$ cat src/design/fbpa_pkg.sv
// ----------------------------------------------------------------------------
// Fixed block pool allocator package
// Shared constants, request and status codes, and the stack control type.
// ----------------------------------------------------------------------------
package fbpa_pkg;

    localparam int MAX_BUFFERS      = 256;
    localparam int HEADER_BYTES_DEF = 4;

    localparam int IDX_W    = $clog2(MAX_BUFFERS);
    localparam int DEPTH_W  = $clog2(MAX_BUFFERS + 1);
    localparam int BYTES_W  = 16;
    localparam int COUNT_W  = 9;
    localparam int OFFSET_W = 24;
    localparam int FREE_W   = 9;
    localparam int REQ_W    = 2;
    localparam int STATUS_W = 2;
    localparam int CFG_IDX_W = 1;

    localparam logic [REQ_W-1:0] REQ_GET    = 2'd0;
    localparam logic [REQ_W-1:0] REQ_RETURN = 2'd1;

    localparam logic [STATUS_W-1:0] STATUS_OK       = 2'd0;
    localparam logic [STATUS_W-1:0] STATUS_EMPTY    = 2'd1;
    localparam logic [STATUS_W-1:0] STATUS_NOT_HELD = 2'd2;
    localparam logic [STATUS_W-1:0] STATUS_INVALID  = 2'd3;

    localparam logic [CFG_IDX_W-1:0] CFG_BUFFER_BYTES = 1'd0;
    localparam logic [CFG_IDX_W-1:0] CFG_BUFFER_COUNT = 1'd1;

    typedef struct packed {
        logic push;
        logic pop;
    } fbpa_stack_ctl_t;

endpackage

$ cat src/design/fbpa_offset.sv
// ----------------------------------------------------------------------------
// Payload offset
// Index times the buffer stride plus the header, saturated to the field width.
// ----------------------------------------------------------------------------
module fbpa_offset
    import fbpa_pkg::*;
#(
    parameter int HEADER_BYTES = HEADER_BYTES_DEF
) (
    input  logic [IDX_W-1:0]    index,
    input  logic [BYTES_W-1:0]  buffer_bytes,
    output logic [OFFSET_W-1:0] offset
);

    localparam int STRIDE_W = BYTES_W + 1;
    localparam int PROD_W   = STRIDE_W + IDX_W;
    localparam int SUM_W    = PROD_W + 1;

    logic [STRIDE_W-1:0] stride;
    logic [PROD_W-1:0]   product;
    logic [SUM_W-1:0]    sum;

    always_comb begin
        stride  = {1'b0, buffer_bytes} + STRIDE_W'(HEADER_BYTES);
        product = PROD_W'(stride) * PROD_W'(index);
        sum     = {1'b0, product} + SUM_W'(HEADER_BYTES);
        if (sum > SUM_W'({OFFSET_W{1'b1}})) begin
            offset = {OFFSET_W{1'b1}};
        end else begin
            offset = sum[OFFSET_W-1:0];
        end
    end

endmodule

$ cat config.mk
export PLATFORM = sky130hd
export DESIGN_NAME = fbpa_offset
export DESIGN_NICKNAME = d
export VERILOG_FILES = /design/src/design/fbpa_pkg.sv /design/src/design/fbpa_offset.sv
export SDC_FILE = /design/constraint.sdc
export NUM_CORES = 1
export LEC_CHECK = 0
export ABC_AREA = 1
export BUFFER_PORTS_ARGS = -buffer_cell sky130_fd_sc_hd__buf_2
export CAP_MARGIN = 0
export CORE_ASPECT_RATIO = 2
export CORE_MARGIN = 1.5
export CORE_UTILIZATION = 66
export DETAILED_ROUTE_END_ITERATION = 10
export PLACE_DENSITY = 0.93
export SLEW_MARGIN = 40
export SYNTH_ARGS = -nofsm -noshare
export SYNTH_HDL_FRONTEND = slang
export SYNTH_SLANG_ARGS = --single-unit
$ cat constraint.sdc
create_clock -name vclk -period 12.7
set_input_delay 0 -clock vclk [all_inputs]
set_output_delay 0 -clock vclk [all_outputs]
set_load 0.05 [all_outputs]
==> flow_metrics.env <==
export IMPL_ys_seq_area_share_pct=0
export IMPL_grt_pass1_wl_um=24500
export IMPL_synth_cells=784
export IMPL_syn_area_um2=5190
export IMPL_chipHeight_um=128
export IMPL_crit_type="input pin to output pin"
export IMPL_ctsHoldBuffers=0
export IMPL_cp_start_kind="input pin"
export IMPL_antenna_diode_count=0
export IMPL_timing_fmax_mhz=181
export IMPL_critPathBufInv=4
export IMPL_num_nets_final=983
export IMPL_min_to="offset[0]"
export IMPL_relSlewSlack_pct=54.7
export IMPL_slew_violations=0
export IMPL_num_fill_cells=662
export IMPL_grt_use_total_pct=37.8
export IMPL_place_gp_congestion=0.948
export IMPL_num_vias=5018
export IMPL_synth_common_cells="inv_1 (193), nand2_1 (193), nor2_1 (116), fa_1 (91)"
export IMPL_synth_top_cell_area_share_pct=35.1
export IMPL_core_area_um2=7600
export IMPL_yosysUniqueCellTypes=29
export IMPL_fin_crit_sh_pct=43.5
export IMPL_rows=45
export IMPL_finalSetupTns_ns=0
export IMPL_drive_above_1_share_pct=9.30
export IMPL_critPathRequiredTime_ns=12.70
export IMPL_clock_buffers=0
export IMPL_finalCriticalPeriod_ns=5.53
export IMPL_dp_hpwl_um=12400
export IMPL_placed_cells=911
export IMPL_drt_iter0_drc=437
export IMPL_path_max_fanout=24
export IMPL_numPortBuffers=48
export IMPL_finalNonFillerCells=911
export IMPL_crit_family="adder cells"
export IMPL_drt_total_wl_um=14500
export IMPL_cp_arrival_ns=5.53
export IMPL_antenna_left=0
export IMPL_setup_viol=0
export IMPL_ys_warn_count=0
export IMPL_seq_cell_count=0
export IMPL_hold_path_depth=4
export IMPL_drv_cap=0
export IMPL_post_cts_buffers=0
export IMPL_first_global_vias=5240
export IMPL_syn_area_per_cell_um2=6.62
export IMPL_antenna_found_initial=0
export IMPL_utilization_pct=72.0
export IMPL_io_pins=48
export IMPL_avgRoutedWirePerCell_um=15.9
export IMPL_dieArea_um2=8440
export IMPL_drc_errors=0
export IMPL_critPathMostFrequentCell="nand2_1"
export IMPL_outcome="finished, final reports clean"
export IMPL_slowest_stage="fa_1"
export IMPL_viasPerCell=5.51
export IMPL_end_kind="output pin"
export IMPL_tightestPinTransition_ns=0.677
export IMPL_whs_ns=0.548
export IMPL_overflow=0
export IMPL_fp_dieW_um=65.7
export IMPL_dr_pass1_iters=8
export IMPL_slowest_delay_ns=0.56
export IMPL_grt_max_degree=25
export IMPL_worstHoldPathType="input pin to output pin"
export IMPL_synth_top_cell_by_area="fa_1"
export IMPL_cts_resized=0
export IMPL_areaGrowthSynthToFinish_pct=5.37
export IMPL_final_seq_area_um2=0
export IMPL_synth_nets=948
export IMPL_multi_input_area_um2=4370
export IMPL_hold_viol=0
export IMPL_min_delay_start="buffer_bytes[0]"
export IMPL_synth_area_leaders="fa_1 (35%), inv_1 (14%), nand2_1 (14%), ha_1 (12%), nor2_1 (8.4%)"
export IMPL_rsz0062_at_grt="no"
export IMPL_initial_core_util_pct=68.3
[how the worst max path moves through the flow]
stage / endpoint / startpoint / cells after the start / slack, ns
CTS: offset[10] / buffer_bytes[2] / 27 / 7.18
finish: offset[17] / buffer_bytes[2] / 25 / 7.17
global placement: offset[2] / buffer_bytes[2] / 27 / 7.41
global route: offset[10] / buffer_bytes[2] / 27 / 6.74
floorplan: offset[0] / buffer_bytes[2] / 24 / 7.96
detailed placement: offset[10] / buffer_bytes[2] / 27 / 7.20
[per-layer routing]
metal  wire (µm)  GRT usage (%)
met5           0              0
met4        1180           24.6
met3         716           7.60
met2        7890           68.3
met1        4680           37.8
[cell families after synthesis]
kind of cell	count (synthesis)	synth area share [%]
buffers and inverters	213	15.9
xor gates and xnor gates	15	2.67
AOI/OAI and AO/OA	16	1.86
and+or+nand+nor	400	32.7
adders and majority gates	140	46.9
[layout by cell type (no fill, tap or decap), drive strengths merged]
| cell type | count |
|---|---|
| nand2 | 199 |
| nor4 | 2 |
| nor3 | 4 |
| o21ai | 3 |
| a21oi | 11 |
| buf | 48 |
| fa | 91 |
| ha | 49 |
| or2 | 1 |
| nand4 | 7 |
| xnor2 | 11 |
| nand3b | 8 |
| inv | 197 |
| clkinv | 1 |
| nand3 | 50 |
| nor2 | 129 |
| o21bai | 2 |
| xor2 | 4 |
[area by class of cell]
type                       count  share of cell area, %
multi-input combinational    571                   79.8
tap                           94                   2.15
inverter                     198                   13.6
timing repair buffer          48                   4.39
[metrics by stage]
step                setup WS [ns]  instance area [µm²]
global placement             7.41                 5470
CTS                          7.18                 5470
detailed placement           7.20                 5470
global route                 6.74                 5470
floorplan                    7.96                 5190
finish                       7.17                 5470
[worst min-delay path: cells and delay by family]
kind	cells	cell delay, ns
buffers and inverters	2	0.39
AND/OR/NAND/NOR	2	0.16
Power is not shown: default switching activity piles up to over one toggle a cycle in this logic, so the estimate is an artifact.
