$ cat src/design/fbpa_pkg.sv
// ----------------------------------------------------------------------------
// Fixed block pool allocator package
// Shared constants, request and status codes, and the stack control type.
// ----------------------------------------------------------------------------
package fbpa_pkg;

    localparam int MAX_BUFFERS      = 256;
    localparam int HEADER_BYTES_DEF = 4;

    localparam int IDX_W    = $clog2(MAX_BUFFERS);
    localparam int DEPTH_W  = $clog2(MAX_BUFFERS + 1);
    localparam int BYTES_W  = 16;
    localparam int COUNT_W  = 9;
    localparam int OFFSET_W = 24;
    localparam int FREE_W   = 9;
    localparam int REQ_W    = 2;
    localparam int STATUS_W = 2;
    localparam int CFG_IDX_W = 1;

    localparam logic [REQ_W-1:0] REQ_GET    = 2'd0;
    localparam logic [REQ_W-1:0] REQ_RETURN = 2'd1;

    localparam logic [STATUS_W-1:0] STATUS_OK       = 2'd0;
    localparam logic [STATUS_W-1:0] STATUS_EMPTY    = 2'd1;
    localparam logic [STATUS_W-1:0] STATUS_NOT_HELD = 2'd2;
    localparam logic [STATUS_W-1:0] STATUS_INVALID  = 2'd3;

    localparam logic [CFG_IDX_W-1:0] CFG_BUFFER_BYTES = 1'd0;
    localparam logic [CFG_IDX_W-1:0] CFG_BUFFER_COUNT = 1'd1;

    typedef struct packed {
        logic push;
        logic pop;
    } fbpa_stack_ctl_t;

endpackage

$ cat src/design/fbpa_stack_cell.sv
// ----------------------------------------------------------------------------
// Free list stack cell
// One entry of the shifting stack; takes its neighbour's entry on push or pop.
// ----------------------------------------------------------------------------
module fbpa_stack_cell
    import fbpa_pkg::*;
(
    input  logic                 aclk,
    input  fbpa_stack_ctl_t      ctl,
    input  logic [IDX_W-1:0]     from_prev,
    input  logic [IDX_W-1:0]     from_next,
    output logic [IDX_W-1:0]     entry
);

    logic [IDX_W-1:0] entry_reg;
    logic [IDX_W-1:0] entry_next;

    always_comb begin
        priority if (ctl.push) begin
            entry_next = from_prev;
        end else if (ctl.pop) begin
            entry_next = from_next;
        end else begin
            entry_next = entry_reg;
        end
    end

    always_ff @(posedge aclk) begin
        entry_reg <= entry_next;
    end

    assign entry = entry_reg;

endmodule

$ cat src/design/fbpa_stack.sv
// ----------------------------------------------------------------------------
// Free list stack
// A row of cells; the top sits in cell zero and every cell shifts together.
// ----------------------------------------------------------------------------
module fbpa_stack
    import fbpa_pkg::*;
(
    input  logic                 aclk,
    input  fbpa_stack_ctl_t      ctl,
    input  logic [IDX_W-1:0]     push_data,
    output logic [IDX_W-1:0]     top
);

    logic [IDX_W-1:0] entries [MAX_BUFFERS];

    for (genvar i = 0; i < MAX_BUFFERS; i++) begin : g_cell
        logic [IDX_W-1:0] prev_val;
        logic [IDX_W-1:0] next_val;

        if (i == 0) begin : g_first
            assign prev_val = push_data;
        end else begin : g_mid_prev
            assign prev_val = entries[i-1];
        end

        if (i == MAX_BUFFERS - 1) begin : g_last
            assign next_val = '0;
        end else begin : g_mid_next
            assign next_val = entries[i+1];
        end

        fbpa_stack_cell u_cell (
            .aclk      (aclk),
            .ctl       (ctl),
            .from_prev (prev_val),
            .from_next (next_val),
            .entry     (entries[i])
        );
    end

    assign top = entries[0];

endmodule

$ cat config.mk
export PLATFORM = sky130hd
export DESIGN_NAME = fbpa_stack
export DESIGN_NICKNAME = d
export VERILOG_FILES = /design/src/design/fbpa_pkg.sv /design/src/design/fbpa_stack_cell.sv /design/src/design/fbpa_stack.sv
export SDC_FILE = /design/constraint.sdc
export NUM_CORES = 2
export LEC_CHECK = 0
export ABC_AREA = 1
export BUFFER_PORTS_ARGS = -buffer_cell sky130_fd_sc_hd__buf_2
export CORE_MARGIN = 2
export CORE_UTILIZATION = 44
export DETAILED_ROUTE_END_ITERATION = 8
export GPL_ROUTABILITY_DRIVEN = 0
export PLACE_DENSITY_LB_ADDON = 0.3
export REMOVE_ABC_BUFFERS = 1
export SLEW_MARGIN = 20
export SYNTH_ARGS = -nofsm -noshare
export SYNTH_HDL_FRONTEND = slang
export SYNTH_SLANG_ARGS = --single-unit
$ cat constraint.sdc
create_clock -name aclk -period 43 [get_ports aclk]
set_input_delay 6.45 -clock aclk [delete_from_list [all_inputs] [get_ports aclk]]
set_output_delay 6.45 -clock aclk [all_outputs]
set_load 0.01 [all_outputs]
==> summary.txt <==
Outcome
  – Run status: finished clean

Min path
  – Hold Crit Start: g_cell[255].u_cell.entry[6]$_SDFFCE_PN0P_
  – WHS Endpoint: g_cell[254].u_cell.entry[6]$_DFFE_PP_
  – Hold Path Depth: 2
  – Hold WC Path Type: reg -> reg

Drt
  – Total Wirelength: 139 mm
  – Iter 0 DRT Violations: between 4000 and 5000
  – Drt via density: slightly below 5
  – DR pass1 iterations: 8
  – WL per Instance: 12.3 microns
  – Number of remaining DRC errors: 0
  – Antenna viol nets, final: 0
  – Vias: 54266

Power and ir drop
  – Max VDD drop: 0.0451 mV
  – PwrDens: 50.4 nW/um^2
  – P_leak: 42.9 nW

Worst setup path
  – Crit path capture type: flip-flop
  – Buf/Inv on CP: 7
  – CP Launch Point: ctl[1]
  – Worst path slowest cell: buf_4
  – Reg2reg setup slack: between 40 and 50 ns
  – FF-to-FF End: g_cell[182].u_cell.entry[3]$_DFFE_PP_
  – CP most frequent cell: buf_4
  – Kind of cell adding the most delay to the critical path: buffers and inverters
  – RR Startpoint: g_cell[181].u_cell.entry[3]$_DFFE_PP_
  – Crit path cell chain: buf_12 -> buf_4 -> buf_4 -> buf_4 -> buf_4 -> buf_4 -> buf_4 -> nand2_1 -> nand2_1
  – Arr. time, crit path: 12.02 ns
  – Worst EP required: 43.68 ns
  – Crit path kind: in -> reg
  – R2R cell count: 2
  – Startpoint types: primary input
  – CP peak stage delay: about 0.94 ns
  – Crit Path Max Fanout: 109

STA
  – Worst setup margin: 31.66 ns
  – Fin. max-slew vios: 0
  – Setup tns final: 0 ns
  – Count of final setup violators: 0
  – Tmin final: 11.34 ns
  – Worst Max-Slew Pin Slew: 1.15 ns
  – Hold Fails Final Rpt: 0
  – Fmax: between 80 and 90 MHz
  – Clk_skew: 0.0240 ns
  – RSZ-0062 raised after global routing: false
  – Period utilization: 26.4%
  – Worst rel slew slack: between 20% and 30%

Logic synthesis
  – Ys Warns: 0
  – Synth Area per Inst: 10.2 sq um
  – Seq/Total Area, Yosys: 70.0%
  – Synth unique cells: 11
  – Mapped cell area: 87900 sq um
  – Post-synthesis cell count: approximately 8600
  – Number of synthesized register bits: 2048

Cells and area
  – Sequential Area: about 60000 sq um
  – Multi-input logic area: around 23000 sq um
  – Diodes inserted: 0
  – Max reg flops: 2048
  – Fillers: approximately 18000
  – Area Overhead vs Synth: 8.17%
  – Core Util, Final: 47.8%
  – Layout cells sized above 1: 4.11%
  – Nets: around 8500

Clock tree
  – CTS tree: yes
  – Hold_buf cts: 0
  – Postcts setup bufs: 0
  – Clk slew on worst S/H paths: 0.06 ns
  – Clk buf depth: 3
  – TritonCTS Sinks: 2048
  – Clock Latency Late Sink: 0.82 ns
  – CTS buffer count: roughly 210
  – CTS Root Cell: clkbuf_16
  – H-Tree Depth: 4
  – PostCTS Resize Cnt: 0

Floorplanning
  – Core area: 199000 sq um
  – Die height: 451 microns
  – # rows: between 150 and 200
  – Die width: 451 microns
  – Initial core utilization: around 44%
  – IO Pins: 19
  – Die area: 203000 sq um

Job
  – Max_cap viols: 0

Global route
  – Initial antenna violation count: 1
  – GR Overflow Total: 0
  – First-pass GRT wire length: 242 mm
  – Largest net degree at the start of global routing: 330
  – Vias in the first global route: 52756
  – GR Util All Layers: about 13%

Placement
  – Dpl hpwl: just over 70 mm
  – Pre-CTS WS: roughly 30 ns
  – PortBufs: 18
## cell type report
type / count / area share (%)
tap: 2656 / 3.50
sequential: 2048 / 64.7
multi-input combinational: 6129 / 24.2
clock inverter: 119 / 1.01
inverter: 9 / 0.0526
timing repair buffer: 78 / 0.784
clock buffer: 256 / 5.78
## cells in the mapped netlist
master,instances,area [sq um]
buf_12,1,20.0
buf_6,127,1430
nand2_1,6128,23000
inv_1,8,30.0
buf_4,70,526
buf_8,10,150
clkbuf_1,3,11.3
buf_2,243,1220
edfxtp_1,2048,61500
inv_4,1,6.26
or2_2,1,6.26
## metrics by stage
step	hold slack, ns	total power, mW	cells	area, sq um
floorplan	0.487	3.11	8186	84500
global placement	0.499	3.09	10916	88500
detailed placement	0.494	3.11	10916	88500
CTS	0.521	4.87	11291	94900
global route	0.548	5.04	11295	95100
finish	0.519	4.79	11295	95100
## kinds of logic (layout without fill, tap and decap cells)
kind of cell  after synthesis  count (layout)  synth area share [%]
buf+inv                   463             462                  3.86
flops                    2048            2048                  70.0
simple gates             6129            6129                  26.2
## placed cells by master (no fill, tap or decap), types with 6 or more instances in the layout
master	netlist	routed
clkbuf_16	0	213
clkbuf_1	3	43
buf_4	70	43
buf_6	127	6
clkinv_1	0	57
nand2_1	6128	6128
bufinv_16	0	13
inv_1	8	8
clkinv_2	0	36
buf_12	1	8
buf_2	243	17
edfxtp_1	2048	2048
## power breakdown
| part | internal [mW] | leakage (nW) | switching, mW |
|---|---|---|---|
| logic | 0.127 | 18.1 | 0.239 |
| clock network | 0.980 | 3.16 | 0.744 |
| registers | 2.56 | 21.7 | 0.144 |
## worst reg2reg max path: stages (launching register included)
cell and delay [ns]:
edfxtp_1 0.40, nand2_1 0.10, nand2_1 0.09
## worst max-delay path by stage
stage / to / slack, ns / cells past startpoint
after floorplan: g_cell[0].u_cell.entry[0]$_DFFE_PP_ / 10.70 / 1
after global placement: g_cell[9].u_cell.entry[4]$_DFFE_PP_ / 31.01 / 9
after detailed placement: g_cell[44].u_cell.entry[0]$_DFFE_PP_ / 30.86 / 9
after CTS: g_cell[44].u_cell.entry[0]$_DFFE_PP_ / 31.77 / 9
after global routing: g_cell[12].u_cell.entry[4]$_DFFE_PP_ / 31.22 / 9
final: g_cell[26].u_cell.entry[4]$_DFFE_PP_ / 31.66 / 9
## metal layers
layer | vias up | track usage (%) | wire (microns)
met5 | - | 0 | 7
met4 | 2 | 4.08 | 3080
met3 | 219 | 2.28 | 5020
met2 | 746 | 21.7 | 61900
met1 | 25863 | 18.7 | 69000
li1 | 27436 | - | -
Note: power is estimated with default switching activity, not from simulation.
